[src/rtl/rmps_pkg.sv]
// ----------------------------------------------------------------------------
// rmps_pkg - shared types and constants
// Defaults, register indexes, opcodes, FSM states and the control and chain
// structs used by the scheduler cells and the sequencer.
// ----------------------------------------------------------------------------
package rmps_pkg;

	localparam int MAX_TASKS_DEF        = 8;
	localparam int TICK_FIELD_WIDTH_DEF = 10;
	localparam int CFG_DATA_W           = 32;
	localparam int CFG_IDX_W            = 2;
	localparam int COUNT_W              = 4;
	localparam int TIME_W               = 32;

	typedef enum logic [CFG_IDX_W-1:0] {
		REG_TASK_COUNT,
		REG_PROMOTE_COUNT,
		REG_PROMOTE_TIME,
		REG_RESTORE_TIME
	} cfg_reg_t;

	typedef enum logic {
		OP_LOAD = 1'b0,
		OP_TICK = 1'b1
	} op_t;

	typedef enum logic [1:0] {
		ST_IDLE,
		ST_PROMOTE,
		ST_SELECT,
		ST_FINISH
	} state_t;

	// strobes broadcast to every cell
	typedef struct packed {
		logic load;
		logic rel;
		logic restore;
		logic probe_load;
		logic probe_shift;
		logic select;
	} cell_ctl_t;

	// strobes from the sequencer to the top-level datapath
	typedef struct packed {
		logic cmd_ready;
		logic tick_take;
		logic rsp_load;
	} top_ctl_t;

	// status seen by the sequencer
	typedef struct packed {
		logic cmd_valid;
		logic tick_op;
		logic halted;
		logic miss_any;
		logic promote_go;
		logic restore_hit;
		logic out_free;
	} seq_stat_t;

	// priority ripple, lowest index first
	typedef struct packed {
		logic miss_seen;
		logic rp_seen;
		logic r_seen;
	} chain_t;

endpackage

[src/rtl/rmps_ifs.sv]
// ----------------------------------------------------------------------------
// rmps_ifs - command and result channels
// Valid/ready channels; a word moves on a clock edge with valid and ready high.
// ----------------------------------------------------------------------------
interface rmps_cmd_if import rmps_pkg::*; #(
	parameter int MAX_TASKS        = MAX_TASKS_DEF,
	parameter int TICK_FIELD_WIDTH = TICK_FIELD_WIDTH_DEF
);
	localparam int IDX_W = $clog2(MAX_TASKS);

	logic                        valid;
	logic                        ready;
	logic [0:0]                  operation;
	logic [IDX_W-1:0]            task_index;
	logic [TICK_FIELD_WIDTH-1:0] task_period;
	logic [TICK_FIELD_WIDTH-1:0] task_cost;

	modport source (output valid, operation, task_index, task_period, task_cost,
		input ready);
	modport sink (input valid, operation, task_index, task_period, task_cost,
		output ready);
endinterface

interface rmps_rsp_if import rmps_pkg::*; #(
	parameter int MAX_TASKS        = MAX_TASKS_DEF,
	parameter int TICK_FIELD_WIDTH = TICK_FIELD_WIDTH_DEF
);
	localparam int IDX_W = $clog2(MAX_TASKS);

	logic                             valid;
	logic                             ready;
	logic [TIME_W-1:0]                tick_time;
	logic                             idle;
	logic [IDX_W-1:0]                 running_task;
	logic [TIME_W-1:0]                job_number;
	logic [TIME_W-1:0]                job_deadline;
	logic signed [TICK_FIELD_WIDTH:0] work_left;
	logic                             promoted_run;
	logic                             deadline_miss;
	logic [IDX_W-1:0]                 missed_task;
	logic                             halted;

	modport source (output valid, tick_time, idle, running_task, job_number,
		job_deadline, work_left, promoted_run, deadline_miss, missed_task, halted,
		input ready);
	modport sink (input valid, tick_time, idle, running_task, job_number,
		job_deadline, work_left, promoted_run, deadline_miss, missed_task, halted,
		output ready);
endinterface

[src/rtl/rmps_cell.sv]
// ----------------------------------------------------------------------------
// rmps_cell - one task slot
// Holds a task's period, cost, countdown, work and job count. Takes part in
// the priority ripple and passes its probe token around the period ring.
// ----------------------------------------------------------------------------
module rmps_cell import rmps_pkg::*; #(
	parameter int TICK_FIELD_WIDTH = TICK_FIELD_WIDTH_DEF
) (
	input  logic                        clk,
	input  logic                        arst_n,
	input  cell_ctl_t                   ctl,
	input  logic                        load_hit,
	input  logic [TICK_FIELD_WIDTH-1:0] load_period,
	input  logic [TICK_FIELD_WIDTH-1:0] load_cost,
	input  logic                        active,
	input  logic                        in_range,
	input  logic                        time_nz,
	input  logic                        grant,
	input  chain_t                      chain_prev,
	output chain_t                      chain_next,
	input  logic [TICK_FIELD_WIDTH-1:0] probe_period_prev,
	input  logic                        probe_flag_prev,
	output logic [TICK_FIELD_WIDTH-1:0] probe_period,
	output logic                        probe_flag,
	output logic                        miss_first,
	output logic                        grant_p,
	output logic                        grant_r,
	output logic [TICK_FIELD_WIDTH-1:0] period,
	output logic [TICK_FIELD_WIDTH-1:0] rem,
	output logic [TIME_W-1:0]           jobs,
	output logic                        promoted
);

	localparam int TW = TICK_FIELD_WIDTH;

	logic [TW-1:0]     period_q, cost_q, cd_q, rem_q, probe_period_q, rem_dec;
	logic              ready_q, promoted_q, probe_flag_q, miss, rp, r;
	logic [TIME_W-1:0] jobs_q;

	assign rem_dec = (rem_q == '0) ? '0 : rem_q - TW'(1);

	always_ff @(posedge clk) begin
		if (ctl.load && load_hit) begin
			period_q <= load_period;
			cost_q   <= load_cost;
		end
		if (ctl.probe_load) begin
			probe_period_q <= period_q;
			probe_flag_q   <= in_range;
		end else if (ctl.probe_shift) begin
			probe_period_q <= probe_period_prev;
			probe_flag_q   <= probe_flag_prev;
		end
	end

	always_ff @(posedge clk or negedge arst_n) begin
		if (!arst_n) begin
			cd_q       <= '0;
			rem_q      <= '0;
			ready_q    <= 1'b0;
			promoted_q <= 1'b0;
			jobs_q     <= '0;
		end else if (ctl.load && load_hit) begin
			cd_q       <= '0;
			rem_q      <= '0;
			ready_q    <= 1'b0;
			promoted_q <= 1'b0;
			jobs_q     <= '0;
		end else begin
			if (ctl.rel && active) begin
				if (cd_q == '0) begin
					ready_q <= 1'b1;
					rem_q   <= cost_q;
					cd_q    <= (period_q == '0) ? '0 : period_q - TW'(1);
				end else begin
					cd_q <= cd_q - TW'(1);
				end
			end
			// a visiting token from a promoted slot lifts every slot of equal period
			if (ctl.restore) begin
				promoted_q <= 1'b0;
			end else if (ctl.probe_shift && active && probe_flag_q
					&& probe_period_q == period_q) begin
				promoted_q <= 1'b1;
			end
			if (ctl.select && grant) begin
				rem_q <= rem_dec;
				if (rem_dec == '0) begin
					promoted_q <= 1'b0;
					jobs_q     <= jobs_q + TIME_W'(1);
					ready_q    <= 1'b0;
				end
			end
		end
	end

	always_comb begin
		miss = active && (cd_q == '0) && (rem_q != '0) && time_nz;
		rp   = active && ready_q && promoted_q;
		r    = active && ready_q;
		miss_first = miss && !chain_prev.miss_seen;
		grant_p    = rp && !chain_prev.rp_seen;
		grant_r    = r && !chain_prev.r_seen;
		chain_next.miss_seen = chain_prev.miss_seen || miss;
		chain_next.rp_seen   = chain_prev.rp_seen || rp;
		chain_next.r_seen    = chain_prev.r_seen || r;
	end

	assign probe_period = probe_period_q;
	assign probe_flag   = probe_flag_q;
	assign period       = period_q;
	assign rem          = rem_q;
	assign jobs         = jobs_q;
	assign promoted     = promoted_q;

endmodule

[src/rtl/rmps_ctrl.sv]
// ----------------------------------------------------------------------------
// rmps_ctrl - tick sequencer
// Steps a tick through release, the promotion ring sweep, selection and the
// result write, and issues the strobes for cells and datapath.
// ----------------------------------------------------------------------------
module rmps_ctrl import rmps_pkg::*; #(
	parameter int MAX_TASKS = MAX_TASKS_DEF
) (
	input  logic      clk,
	input  logic      arst_n,
	input  seq_stat_t stat,
	output cell_ctl_t ctl,
	output top_ctl_t  tctl
);

	localparam int SWEEP_W = $clog2(MAX_TASKS);
	localparam logic [SWEEP_W-1:0] SWEEP_LAST = SWEEP_W'(MAX_TASKS - 1);

	state_t             state_q, state_d;
	logic [SWEEP_W-1:0] sweep_q;
	logic               take, take_tick;

	assign take      = (state_q == ST_IDLE) && stat.cmd_valid;
	assign take_tick = take && stat.tick_op;

	always_comb begin
		state_d = state_q;
		case (state_q)
			ST_IDLE: begin
				if (take_tick) begin
					if (stat.halted || stat.miss_any)
						state_d = ST_FINISH;
					else if (stat.promote_go)
						state_d = ST_PROMOTE;
					else
						state_d = ST_SELECT;
				end
			end
			ST_PROMOTE: begin
				if (sweep_q == SWEEP_LAST)
					state_d = ST_SELECT;
			end
			ST_SELECT: state_d = ST_FINISH;
			ST_FINISH: begin
				if (stat.out_free)
					state_d = ST_IDLE;
			end
			default: state_d = ST_IDLE;
		endcase
	end

	always_comb begin
		ctl.load        = take && !stat.tick_op;
		ctl.rel         = take_tick && !stat.halted;
		ctl.restore     = take_tick && !stat.halted && stat.restore_hit;
		ctl.probe_load  = take_tick && !stat.halted;
		ctl.probe_shift = (state_q == ST_PROMOTE);
		ctl.select      = (state_q == ST_SELECT);
		tctl.cmd_ready  = (state_q == ST_IDLE);
		tctl.tick_take  = take_tick;
		tctl.rsp_load   = (state_q == ST_FINISH) && stat.out_free;
	end

	always_ff @(posedge clk or negedge arst_n) begin
		if (!arst_n) begin
			state_q <= ST_IDLE;
			sweep_q <= '0;
		end else begin
			state_q <= state_d;
			if (state_q == ST_PROMOTE)
				sweep_q <= (sweep_q == SWEEP_LAST) ? '0 : sweep_q + SWEEP_W'(1);
		end
	end

endmodule

[src/rtl/rate_monotonic_promotion_scheduler.sv]
// ----------------------------------------------------------------------------
// rate_monotonic_promotion_scheduler - RM scheduler with priority promotion
// Row of task cells with a priority ripple and a period ring for promotion.
//
//   channel   dir   handshake       word
//   cmd       in    valid/ready     load task slot or advance one tick
//   rsp       out   valid/ready     one result word per tick
//   cfg_*     in    write enable    task_count, promote_count, promote/restore
//
// A load is written as it is taken. A tick runs release in the cycle it is
// taken, priority select across the cell row, then the deadline multiply into
// the result register. A tick at the promote time first sweeps the period
// ring. Halted and missing ticks go straight to the result write.
// Reset clears all control state; no clearing pass. A stalled result holds
// the sequencer in its last step; loads wait until then.
// ----------------------------------------------------------------------------
module rate_monotonic_promotion_scheduler import rmps_pkg::*; #(
	parameter int MAX_TASKS        = MAX_TASKS_DEF,
	parameter int TICK_FIELD_WIDTH = TICK_FIELD_WIDTH_DEF
) (
	input  logic                  clk,
	input  logic                  arst_n,
	rmps_cmd_if.sink              cmd,
	rmps_rsp_if.source            rsp,
	input  logic                  cfg_write,
	input  logic [CFG_IDX_W-1:0]  cfg_index,
	input  logic [CFG_DATA_W-1:0] cfg_data
);

	localparam int TW    = TICK_FIELD_WIDTH;
	localparam int IDX_W = $clog2(MAX_TASKS);
	localparam int N_W   = $clog2(MAX_TASKS + 1);

	logic [COUNT_W-1:0] task_count_q, promote_count_q;
	logic [TIME_W-1:0]  promote_time_q, restore_time_q, time_q;
	logic               halted_q, kind_halt_q, kind_miss_q, rsp_valid_q;
	logic [IDX_W-1:0]   missed_q;

	logic [N_W-1:0] n_act, pc_act, lo_act;

	cell_ctl_t ctl;
	top_ctl_t  tctl;
	seq_stat_t stat;

	chain_t          chain [MAX_TASKS+1];
	logic [TW-1:0]   c_probe_period [MAX_TASKS];
	logic            c_probe_flag   [MAX_TASKS];
	logic [TW-1:0]   c_period [MAX_TASKS];
	logic [TW-1:0]   c_rem    [MAX_TASKS];
	logic [TIME_W-1:0] c_jobs [MAX_TASKS];
	logic [MAX_TASKS-1:0] c_promoted, c_miss_first, c_grant_p, c_grant_r, grant;
	logic [MAX_TASKS-1:0] active, in_range, load_hit;

	logic [IDX_W-1:0]  miss_idx, sel_idx;
	logic [TW-1:0]     sel_period, sel_rem;
	logic [TIME_W-1:0] sel_jobs;
	logic              sel_promoted;

	// select stage
	logic              sel_valid_s1, sel_promoted_s1;
	logic [IDX_W-1:0]  sel_idx_s1;
	logic [TW-1:0]     sel_period_s1;
	logic [TIME_W-1:0] job_s1;
	logic [TW:0]       work_left_s1;

	logic [TW+TIME_W-1:0] deadline_prod;
	logic                 out_free;

	// configuration
	always_ff @(posedge clk or negedge arst_n) begin
		if (!arst_n) begin
			task_count_q    <= COUNT_W'(1);
			promote_count_q <= '0;
			promote_time_q  <= '0;
			restore_time_q  <= '0;
		end else if (cfg_write) begin
			case (cfg_reg_t'(cfg_index))
				REG_TASK_COUNT:    task_count_q    <= cfg_data[COUNT_W-1:0];
				REG_PROMOTE_COUNT: promote_count_q <= cfg_data[COUNT_W-1:0];
				REG_PROMOTE_TIME:  promote_time_q  <= cfg_data[TIME_W-1:0];
				REG_RESTORE_TIME:  restore_time_q  <= cfg_data[TIME_W-1:0];
				default: ;
			endcase
		end
	end

	// tasks in use and the promoted tail of the list
	always_comb begin
		n_act  = (int'(task_count_q) > MAX_TASKS) ? N_W'(MAX_TASKS) : N_W'(task_count_q);
		pc_act = (int'(promote_count_q) > int'(n_act)) ? n_act : N_W'(promote_count_q);
		lo_act = n_act - pc_act;
	end

	assign out_free = !rsp_valid_q || rsp.ready;

	always_comb begin
		stat.cmd_valid   = cmd.valid;
		stat.tick_op     = (op_t'(cmd.operation) == OP_TICK);
		stat.halted      = halted_q;
		stat.miss_any    = chain[MAX_TASKS].miss_seen;
		stat.restore_hit = (time_q == restore_time_q);
		stat.promote_go  = (time_q == promote_time_q) && (time_q != restore_time_q)
			&& (pc_act != '0);
		stat.out_free    = out_free;
	end

	rmps_ctrl #(.MAX_TASKS(MAX_TASKS)) u_ctrl (
		.clk    (clk),
		.arst_n (arst_n),
		.stat   (stat),
		.ctl    (ctl),
		.tctl   (tctl)
	);

	assign cmd.ready = tctl.cmd_ready;
	assign chain[0]  = '0;

	for (genvar i = 0; i < MAX_TASKS; i++) begin : g_cell
		localparam int PREV = (i == 0) ? MAX_TASKS - 1 : i - 1;

		assign active[i]   = (i < int'(task_count_q));
		assign in_range[i] = active[i] && (i >= int'(lo_act));
		assign load_hit[i] = (cmd.task_index == IDX_W'(i));

		rmps_cell #(.TICK_FIELD_WIDTH(TW)) u_cell (
			.clk               (clk),
			.arst_n            (arst_n),
			.ctl               (ctl),
			.load_hit          (load_hit[i]),
			.load_period       (cmd.task_period),
			.load_cost         (cmd.task_cost),
			.active            (active[i]),
			.in_range          (in_range[i]),
			.time_nz           (time_q != '0),
			.grant             (grant[i]),
			.chain_prev        (chain[i]),
			.chain_next        (chain[i+1]),
			.probe_period_prev (c_probe_period[PREV]),
			.probe_flag_prev   (c_probe_flag[PREV]),
			.probe_period      (c_probe_period[i]),
			.probe_flag        (c_probe_flag[i]),
			.miss_first        (c_miss_first[i]),
			.grant_p           (c_grant_p[i]),
			.grant_r           (c_grant_r[i]),
			.period            (c_period[i]),
			.rem               (c_rem[i]),
			.jobs              (c_jobs[i]),
			.promoted          (c_promoted[i])
		);
	end

	// grants are one-hot, so the row collapses with and-or
	always_comb begin
		grant        = chain[MAX_TASKS].rp_seen ? c_grant_p : c_grant_r;
		miss_idx     = '0;
		sel_idx      = '0;
		sel_period   = '0;
		sel_rem      = '0;
		sel_jobs     = '0;
		sel_promoted = 1'b0;
		for (int i = 0; i < MAX_TASKS; i++) begin
			if (c_miss_first[i])
				miss_idx = miss_idx | IDX_W'(i);
			if (grant[i]) begin
				sel_idx      = sel_idx | IDX_W'(i);
				sel_period   = sel_period | c_period[i];
				sel_rem      = sel_rem | c_rem[i];
				sel_jobs     = sel_jobs | c_jobs[i];
				sel_promoted = sel_promoted | c_promoted[i];
			end
		end
	end

	always_ff @(posedge clk) begin
		if (ctl.select) begin
			sel_valid_s1    <= chain[MAX_TASKS].r_seen;
			sel_idx_s1      <= sel_idx;
			sel_period_s1   <= sel_period;
			job_s1          <= sel_jobs + TIME_W'(1);
			work_left_s1    <= {1'b0, sel_rem} - (TW+1)'(1);
			sel_promoted_s1 <= sel_promoted;
		end
		if (tctl.tick_take)
			missed_q <= miss_idx;
	end

	always_ff @(posedge clk or negedge arst_n) begin
		if (!arst_n) begin
			halted_q    <= 1'b0;
			kind_halt_q <= 1'b0;
			kind_miss_q <= 1'b0;
			time_q      <= '0;
			rsp_valid_q <= 1'b0;
		end else begin
			if (tctl.tick_take) begin
				kind_halt_q <= halted_q;
				kind_miss_q <= !halted_q && chain[MAX_TASKS].miss_seen;
			end
			if (ctl.rel && chain[MAX_TASKS].miss_seen)
				halted_q <= 1'b1;
			if (tctl.rsp_load && !kind_halt_q && !kind_miss_q)
				time_q <= time_q + TIME_W'(1);
			if (tctl.rsp_load)
				rsp_valid_q <= 1'b1;
			else if (rsp.ready)
				rsp_valid_q <= 1'b0;
		end
	end

	assign deadline_prod = {{TIME_W{1'b0}}, sel_period_s1} * {{TW{1'b0}}, job_s1};

	// result word
	always_ff @(posedge clk) begin
		if (tctl.rsp_load) begin
			rsp.tick_time <= time_q;
			if (kind_halt_q || kind_miss_q) begin
				rsp.idle          <= 1'b1;
				rsp.running_task  <= '0;
				rsp.job_number    <= '0;
				rsp.job_deadline  <= '0;
				rsp.work_left     <= '0;
				rsp.promoted_run  <= 1'b0;
				rsp.deadline_miss <= kind_miss_q;
				rsp.missed_task   <= kind_miss_q ? missed_q : '0;
				rsp.halted        <= 1'b1;
			end else begin
				rsp.idle          <= !sel_valid_s1;
				rsp.running_task  <= sel_valid_s1 ? sel_idx_s1 : '0;
				rsp.job_number    <= sel_valid_s1 ? job_s1 : '0;
				rsp.job_deadline  <= sel_valid_s1 ? deadline_prod[TIME_W-1:0] : '0;
				rsp.work_left     <= sel_valid_s1 ? $signed(work_left_s1) : '0;
				rsp.promoted_run  <= sel_valid_s1 && sel_promoted_s1;
				rsp.deadline_miss <= 1'b0;
				rsp.missed_task   <= '0;
				rsp.halted        <= 1'b0;
			end
		end
	end

	assign rsp.valid = rsp_valid_q;

endmodule

[src/flat_wrapper.sv]
// flat-port wrapper written by rule: the top's interface ports become plain ports
module rate_monotonic_promotion_scheduler_flat import rmps_pkg::*;
#(
	parameter int MAX_TASKS        = MAX_TASKS_DEF,
	parameter int TICK_FIELD_WIDTH = TICK_FIELD_WIDTH_DEF
)
  (clk, arst_n, cfg_write, cfg_index, cfg_data, cmd_valid, cmd_operation, cmd_task_index, cmd_task_period, cmd_task_cost, cmd_ready, rsp_valid, rsp_tick_time, rsp_idle, rsp_running_task, rsp_job_number, rsp_job_deadline, rsp_work_left, rsp_promoted_run, rsp_deadline_miss, rsp_missed_task, rsp_halted, rsp_ready);
  rmps_cmd_if #(.MAX_TASKS(MAX_TASKS), .TICK_FIELD_WIDTH(TICK_FIELD_WIDTH)) cmd_i ();
  rmps_rsp_if #(.MAX_TASKS(MAX_TASKS), .TICK_FIELD_WIDTH(TICK_FIELD_WIDTH)) rsp_i ();
  input  logic clk;
  input  logic arst_n;
  input  logic cfg_write;
  input  logic [CFG_IDX_W-1:0] cfg_index;
  input  logic [CFG_DATA_W-1:0] cfg_data;
  input wire logic [$bits(cmd_i.valid)-1:0] cmd_valid;
  input wire logic [$bits(cmd_i.operation)-1:0] cmd_operation;
  input wire logic [$bits(cmd_i.task_index)-1:0] cmd_task_index;
  input wire logic [$bits(cmd_i.task_period)-1:0] cmd_task_period;
  input wire logic [$bits(cmd_i.task_cost)-1:0] cmd_task_cost;
  output wire logic [$bits(cmd_i.ready)-1:0] cmd_ready;
  output wire logic [$bits(rsp_i.valid)-1:0] rsp_valid;
  output wire logic [$bits(rsp_i.tick_time)-1:0] rsp_tick_time;
  output wire logic [$bits(rsp_i.idle)-1:0] rsp_idle;
  output wire logic [$bits(rsp_i.running_task)-1:0] rsp_running_task;
  output wire logic [$bits(rsp_i.job_number)-1:0] rsp_job_number;
  output wire logic [$bits(rsp_i.job_deadline)-1:0] rsp_job_deadline;
  output wire logic [$bits(rsp_i.work_left)-1:0] rsp_work_left;
  output wire logic [$bits(rsp_i.promoted_run)-1:0] rsp_promoted_run;
  output wire logic [$bits(rsp_i.deadline_miss)-1:0] rsp_deadline_miss;
  output wire logic [$bits(rsp_i.missed_task)-1:0] rsp_missed_task;
  output wire logic [$bits(rsp_i.halted)-1:0] rsp_halted;
  input wire logic [$bits(rsp_i.ready)-1:0] rsp_ready;
  assign cmd_i.valid = cmd_valid;
  assign cmd_i.operation = cmd_operation;
  assign cmd_i.task_index = cmd_task_index;
  assign cmd_i.task_period = cmd_task_period;
  assign cmd_i.task_cost = cmd_task_cost;
  assign cmd_ready = cmd_i.ready;
  assign rsp_valid = rsp_i.valid;
  assign rsp_tick_time = rsp_i.tick_time;
  assign rsp_idle = rsp_i.idle;
  assign rsp_running_task = rsp_i.running_task;
  assign rsp_job_number = rsp_i.job_number;
  assign rsp_job_deadline = rsp_i.job_deadline;
  assign rsp_work_left = rsp_i.work_left;
  assign rsp_promoted_run = rsp_i.promoted_run;
  assign rsp_deadline_miss = rsp_i.deadline_miss;
  assign rsp_missed_task = rsp_i.missed_task;
  assign rsp_halted = rsp_i.halted;
  assign rsp_i.ready = rsp_ready;
  rate_monotonic_promotion_scheduler #(.MAX_TASKS(MAX_TASKS), .TICK_FIELD_WIDTH(TICK_FIELD_WIDTH)) u_core (.clk(clk), .arst_n(arst_n), .cmd(cmd_i), .rsp(rsp_i), .cfg_write(cfg_write), .cfg_index(cfg_index), .cfg_data(cfg_data));
endmodule
[config.mk]
export PLATFORM = sky130hd
export DESIGN_NAME = rate_monotonic_promotion_scheduler_flat
export DESIGN_NICKNAME = d
export VERILOG_FILES = /design/src/rtl/rmps_pkg.sv /design/src/rtl/rmps_ifs.sv /design/src/rtl/rmps_cell.sv /design/src/rtl/rmps_ctrl.sv /design/src/rtl/rate_monotonic_promotion_scheduler.sv /design/src/flat_wrapper.sv
export SDC_FILE = /design/constraint.sdc
export NUM_CORES = 2
export LEC_CHECK = 0
export ABC_AREA = 1
export BUFFER_PORTS_ARGS = -buffer_cell sky130_fd_sc_hd__buf_4
export CORE_MARGIN = 3
export CORE_UTILIZATION = 37
export CTS_CLUSTER_SIZE = 30
export DETAILED_ROUTE_END_ITERATION = 10
export GPL_ROUTABILITY_DRIVEN = 0
export PLACE_DENSITY = 0.59
export SYNTH_ARGS = -nofsm -noshare
export SYNTH_HDL_FRONTEND = slang
export SYNTH_SLANG_ARGS = --single-unit
[constraint.sdc]
create_clock -name clk -period 17.7 [get_ports clk]
set_input_delay 1.77 -clock clk [delete_from_list [all_inputs] [get_ports clk]]
set_output_delay 1.77 -clock clk [all_outputs]
set_load 0.01 [all_outputs]
# --- Word level (Yosys, flattened, before mapping) ---
# Cells that the tools add are included.
word_totals:
  input_bits: 63
  ff_bits: 971
  out_inout_bits: 119
  latchBits: 0
  rom_bits: 0
  ramBits: 0
  n_memories: 0
  word_cells: 775
classes:
  multipliers: 1
  n_lt_le_gt_ge: 18
  eq_ne: 28
  n_shift: 0
  reduce_logical: 295
  bitwise_logic: 29
  muxes: 263
  add_sub_neg: 37
  div_mod_pow: 0
op_table:
  columns: ["cell", "n"]
  rows:
  - ["10-bit two-way mux", 104]
  - ["32-bit two-way mux", 32]
  - ["32-bit by 1-bit adder with 32-bit output, second input constant", 10]
  - ["10-bit logical NOT", 32]
  - ["10-bit by 1-bit subtractor with 10-bit output, second input constant", 24]
  - ["32-bit OR", 7]
  - ["10-bit OR", 14]
  - ["1-bit logical AND", 130]
  - ["1-bit two-way mux", 109]
  - ["10-bit == test", 8]
  - ["10-bit nonzero test", 8]
  - ["32-bit == test", 2]
  - ["2-bit nonzero test", 26]
  - ["3-bit nonzero test", 16]
  - ["2-bit AND reduction", 21]
  - ["10-bit by 32-bit multiplier with 32-bit output", 1]
  - ["32-bit inequality test", 1]
  - ["32-bit nonzero test", 1]
  - ["1-bit logical NOT", 27]
  - ["1-bit logical OR", 24]
  - ["2-bit two-way mux", 9]
  - ["3-bit by 4-bit greater-or-equal comparator with 1-bit output, first input constant", 4]
  - ["3-bit by 4-bit less-than comparator with 1-bit output, first input constant", 4]
  - ["3-bit == test, second input constant", 5]
  - ["26 further kinds", 52]

# --- Logic depth before layout (Yosys ltp) ---
logic_depth:
  word_depth: 28
  depth_mapped: 30

# --- Modules after synthesis ---
# From an unflattened synthesis, not the netlist that was laid out.
hier_totals:
  cells_unflattened: 9323
  area_unflattened_um2: 69374.0
modules_own_cells:
  columns: ["mod", "cells_each", "seq_area_each_um2", "instances", "area_per_inst_um2"]
  rows:
  - ["rmps_cell (u_core.g_cell[1].u_cell ...)", 740, 2282.2, 6, 5467.7]
  - ["rate_monotonic_promotion_scheduler", 3342, 8049.0, 1, 25221.7]
  - ["rmps_cell (u_core.g_cell[7].u_cell)", 742, 2282.2, 1, 5462.7]
  - ["rmps_cell (u_core.g_cell[0].u_cell)", 737, 2282.2, 1, 5459.0]
  - ["rmps_ctrl", 62, 125.1, 1, 424.2]

# --- Worst setup path before layout ---
# OpenSTA, ideal clock, no wires.
synth_timing:
  path_type: "register -> register"
  start: "register u_core.sel_period_s1[3]"
  end: "register u_core.rsp.job_deadline[31] in the netlist's numbering, data pin"
  required_time_ns: 17.445
  arrival_time_ns: 5.317
  setup_ns: 0.255
  path_slack_ns: 12.128
  period_less_slack_ns: 5.572
  path_buffers: 2
  stages_incl_launch_ff: 29
  cell_sequence: "edfxtp_1 > clkbuf_1 > buf_1 > nand2_1 > fa_1 > fa_1 > inv_1 > ha_1 > inv_1 > fa_1 > inv_1 > fa_1 > ha_1 > nand2_1 > inv_1 > a21oi_1 > o21ai_0 > nand2_1 > nand2_1 > nand2_1 > nand2_1 > nand2_1 > o21a_1 > o21ai_0 > nand2_1 > nand3_1 > nand3_1 > nand2_1 > nor2_1"
synth_between:
  elab_chain_len: 1
synth_rtl:
  columns: ["element", "line_no", "source"]
  rows:
  - ["start, declared", "rate_monotonic_promotion_scheduler.sv:62", "logic [TW-1:0] sel_period_s1;"]
  - ["start signal, assigned", "rate_monotonic_promotion_scheduler.sv:178", "sel_period_s1 <= sel_period;"]
  - ["10-bit by 32-bit multiplier with 32-bit output", "rate_monotonic_promotion_scheduler.sv:210", "assign deadline_prod = {{TIME_W{1'b0}}, sel_period_s1} * {{TW{1'b0}}, job_s1};"]
  - ["end signal, assigned", "rate_monotonic_promotion_scheduler.sv:230", "rsp.job_deadline <= sel_valid_s1 ? deadline_prod[TIME_W-1:0] : '0;"]
  - ["end, declared", "rmps_ifs.sv:44", "job_deadline, work_left, promoted_run, deadline_miss, missed_task, halted,"]
# Every way passes these cells.
# A chain may end at the register's enable or synchronous reset.

# --- Worst setup path in the final report ---
# Ends and elaborated chain as after synthesis.

==> impl_metrics.toml <==
[placed_design]
post-dp-hpwl_um = 153000
placement.cell_area_mm2 = 0.0650
dp_slack_ns = 11.30
port-buffer-count = 181

[min_path]
hold_depth = 1
hold_class = "reg -> reg"
worstHoldStart = "u_core.u_ctrl.sweep_q[0]"
worstHoldEndpoint = "u_core.u_ctrl.sweep_q[0]"

[sta]
max_freq_mhz = 155
fin_tns_setup_ns = 0
drv_slew = 0
rsz0062_at_grt = "no"
post_route_clock_period_utilization = 0.365
max_slew.worst_pin.slew_ns = 1.30
slack_of_the_critical_path_ns = 11.25
min_period_ns = 6.45
finClkSkew_ns = 0.0398
finalHoldViolations = 0
maxSlewHeadroom = 0.126
timing.final.setup_violations = 0

[global_routing]
grt_usage = 0.235
grt_max_degree = 166
grt_pass1_wl_um = 311000
antenna_violations_before_repair = 14
globalRouteOverflowTotal = 0
grt_pass1_vias = 51447

[drt]
drt_iter0_markers = 6607
drt-total-wl_um = 204000
route.detailed.drc = 0
avgViaCountPerCell = 5.42
detailroute.via_count = 53897
postRouteAntennaNets = 0
number_of_iterations_in_the_first_detailed_routing_pass = 7
avgRoutedWirePerCell_um = 20.5

[power_and_ir_drop]
switching_share = 0.470
totalPowerFinal_uw = 13200
leakagePower_uw = 0.0307
power.density_mw_per_mm2 = 192
p_comb_frac = 0.547
internal-power_uw = 7000
power.switching_uw = 6210
clkPwrFrac = 0.178
sequential_share_of_power = 0.274
vdd_ir_drop_max_mv = 0.266

[cts]
htree_num_levels = 3
clk_root_buffer_cell = "sky130_fd_sc_hd__clkbuf_16"
hold_buffers = 0
cts_sinks = 971
cts.clk_slew.worst_paths_ns = 0.06
clock_latency_ns = 0.74
tritoncts_clock_tree = "done"
post_cts_resized = 0
max-clock-path-buffers = 3
cts-buffers-inserted = 110
post-cts-setup-buffers = 0

[die]
fp.dieArea_mm2 = 0.171
die_w_um = 414
die_height_um = 414
io-pin-count = 182
std_cell_core_area_mm2 = 0.165
num_rows = 149
initial_core_util = 0.373

[finish]
finalInstanceArea_mm2 = 0.0687
final_cell_utilization_of_the_core = 0.416
multiInputGateArea_mm2 = 0.0300
n_fill_cell = 16656
drive_above_1_share = 0.0701
syn_to_final_growth_pct = 11.6
register_area_mm2 = 0.0264
layout.nets = 8011

[logic_synthesis]
yosysMostFrequentCell = "sky130_fd_sc_hd__nand2_1"
synth-seq-area-share = 0.430
yosys_register_bits = 971
synth_top_area_share = 0.221
yosysUniqueCellTypes = 78
top_reg_cell_synth = "sky130_fd_sc_hd__dfrtp_1"
mappedNetlistNets = 7926
post_synth_instance_area_mm2 = 0.0615
synthesis.area_per_instance_um2 = 8.13
postSynthCellCount = 7569
synth_common_cells = "sky130_fd_sc_hd__nand2_1, sky130_fd_sc_hd__inv_1, sky130_fd_sc_hd__nor2_1"
synth.yosys.warnings = 0
yosysTopAreaCell = "sky130_fd_sc_hd__dfrtp_1"
synth_area_leaders = "sky130_fd_sc_hd__dfrtp_1, sky130_fd_sc_hd__edfxtp_1, sky130_fd_sc_hd__nand2_1"
synth-edff-count = 426
async_reset_ff_frac = 0.561

[setup_path]
reg2regPathDepth = 26
worst_ep_arrival_time_ns = 6.92
setup.worst_path.end_class = "flip-flop"
critPathRequiredTime_ns = 18.17
category_of_the_worst_setup_path_launch_point = "flip-flop"
timing.rr.end = "u_core.rsp.job_deadline[31]"
critical_path_peak_fanout = 29
reg2reg_setup_slack_ns = 11.25
crit-reg2reg-launch = "u_core.sel_period_s1[3]"
critical_path_class = "reg -> reg"

[job]
max_cap_viol_count = 0

[status]
status = "finished, final reports clean"
## layer usage
metal	vias up	share of wire	GRT usage
met5	-	0.00055	0
met4	16	0.036	0.0765
met3	372	0.090	0.0475
met2	2314	0.43	0.357
met1	26053	0.44	0.334
li1	25142	-	-
## cells by family after synthesis
logic type,Yosys count,share of synthesized area
fa+ha+maj,294,0.0841
mux,1,0.000183
buf+inv,1336,0.0842
xor+xnor,330,0.0470
simple gates,3450,0.243
flops,971,0.430
compound gates,1187,0.112
## placed cells by master (no fill, tap or decap), types with 19 or more instances in the layout
cell type	Yosys	routed
sky130_fd_sc_hd__fa_1	199	199
sky130_fd_sc_hd__o211ai_1	24	24
sky130_fd_sc_hd__clkbuf_1	181	19
sky130_fd_sc_hd__nor2_1	751	742
sky130_fd_sc_hd__o32ai_1	19	19
sky130_fd_sc_hd__nor3_1	266	266
sky130_fd_sc_hd__buf_4	9	225
sky130_fd_sc_hd__nor2_4	12	21
sky130_fd_sc_hd__o21a_1	24	24
sky130_fd_sc_hd__clkinv_1	6	25
sky130_fd_sc_hd__o21ai_0	517	517
sky130_fd_sc_hd__nand2_1	1653	1651
sky130_fd_sc_hd__o31ai_1	75	75
sky130_fd_sc_hd__nor3b_1	28	28
sky130_fd_sc_hd__nand3_1	445	443
sky130_fd_sc_hd__a21oi_1	286	286
sky130_fd_sc_hd__nor2_2	22	22
sky130_fd_sc_hd__nand4_1	129	129
sky130_fd_sc_hd__nor4_1	63	62
sky130_fd_sc_hd__nand2_2	25	26
sky130_fd_sc_hd__ha_1	95	94
sky130_fd_sc_hd__clkinv_2	1	27
sky130_fd_sc_hd__o22ai_1	114	114
sky130_fd_sc_hd__clkbuf_16	0	113
sky130_fd_sc_hd__xnor2_1	107	107
sky130_fd_sc_hd__inv_2	20	20
sky130_fd_sc_hd__xor2_1	223	223
sky130_fd_sc_hd__inv_1	1055	1054
sky130_fd_sc_hd__edfxtp_1	426	426
sky130_fd_sc_hd__dfrtp_1	544	544
## per-stage QoR
| stage | hold slack, ns | instances |
|---|---|---|
| detailed placement | 0.474 | 9731 |
| global route | 0.498 | 9940 |
| finish | 0.485 | 9942 |
| floorplan | 0.423 | 7569 |
| global placement | 0.461 | 9731 |
| CTS | 0.482 | 9940 |
## sequential cells by signal (all words and copies together), names as in the netlist, 8 cells and up
name / cells
u_core.g_cell.u_cell.probe_period: 80
u_core.rsp.tick_time: 32
u_core.job_s1: 32
u_core.rsp.job_number: 32
u_core.promote_time_q: 32
u_core.g_cell.u_cell.probe_flag: 8
u_core.time_q: 32
u_core.g_cell.u_cell.jobs: 256
u_core.g_cell.u_cell.period: 80
u_core.restore_time_q: 32
u_core.g_cell.u_cell.cost_q: 80
u_core.sel_period_s1: 10
u_core.work_left_s1: 11
u_core.rsp.job_deadline: 32
u_core.rsp.work_left: 11
u_core.g_cell.u_cell.promoted: 8
u_core.g_cell.u_cell.rem: 80
u_core.g_cell.u_cell.ready_q: 8
u_core.g_cell.u_cell.cd_q: 80
## power by group through the flow
| stage | clock, µW | combinational (µW) | sequential [µW] |
|---|---|---|---|
| floorplan | 0 | 5410 | 3400 |
| global placement | 0 | 7070 | 3630 |
| detailed placement | 0 | 7170 | 3640 |
| CTS | 2400 | 7210 | 3610 |
| global route | 2490 | 8290 | 3690 |
| finish | 2360 | 7230 | 3630 |
## worst max path at each step
| stage | endpoint | startpoint | cells past startpoint | slack (ns) |
|---|---|---|---|---|
| 2_1_floorplan | u_core.rsp.job_deadline[31] | u_core.sel_period_s1[3] | 28 | 12.13 |
| 3_3_place_gp | u_core.rsp.job_deadline[31] | u_core.sel_period_s1[3] | 26 | 11.29 |
| 3_5_place_dp | u_core.rsp.job_deadline[31] | u_core.sel_period_s1[2] | 26 | 11.30 |
| 4_1_cts | u_core.rsp.job_deadline[31] | u_core.sel_period_s1[2] | 26 | 11.28 |
| 5_1_grt | u_core.rsp.job_deadline[31] | u_core.sel_period_s1[3] | 26 | 10.76 |
| 6_report | u_core.rsp.job_deadline[31] | u_core.sel_period_s1[3] | 26 | 11.25 |
## layout make-up
class,instances,share of cell area
multi-input combinational,5262,0.437
antenna,2,0.0000729
clock inverter,63,0.00883
inverter,1082,0.0592
clock buffer,146,0.0450
timing repair buffer,227,0.0251
sequential,971,0.385
tap,2189,0.0399
## worst max-delay path: stages, from the launching register on
cell                       delay, ns
sky130_fd_sc_hd__edfxtp_1       1.05
sky130_fd_sc_hd__nand2_1        0.18
sky130_fd_sc_hd__fa_1           0.55
sky130_fd_sc_hd__fa_1           0.53
sky130_fd_sc_hd__inv_1          0.05
sky130_fd_sc_hd__ha_1           0.26
sky130_fd_sc_hd__inv_1          0.05
sky130_fd_sc_hd__fa_1           0.53
sky130_fd_sc_hd__inv_1          0.05
sky130_fd_sc_hd__fa_1           0.47
sky130_fd_sc_hd__ha_1           0.37
sky130_fd_sc_hd__nand2_1        0.07
sky130_fd_sc_hd__inv_1          0.05
sky130_fd_sc_hd__a21oi_1        0.08
sky130_fd_sc_hd__o21ai_0        0.43
sky130_fd_sc_hd__nand2_1        0.10
sky130_fd_sc_hd__nand2_1        0.13
sky130_fd_sc_hd__nand2_1        0.06
sky130_fd_sc_hd__nand2_1        0.10
sky130_fd_sc_hd__nand2_1        0.10
sky130_fd_sc_hd__o21a_1         0.22
sky130_fd_sc_hd__o21ai_0        0.34
sky130_fd_sc_hd__nand2_1        0.11
sky130_fd_sc_hd__nand3_1        0.11
sky130_fd_sc_hd__nand3_1        0.07
sky130_fd_sc_hd__nand2_1        0.06
sky130_fd_sc_hd__nor2_1         0.05
Power figures use the tool's default switching activity.
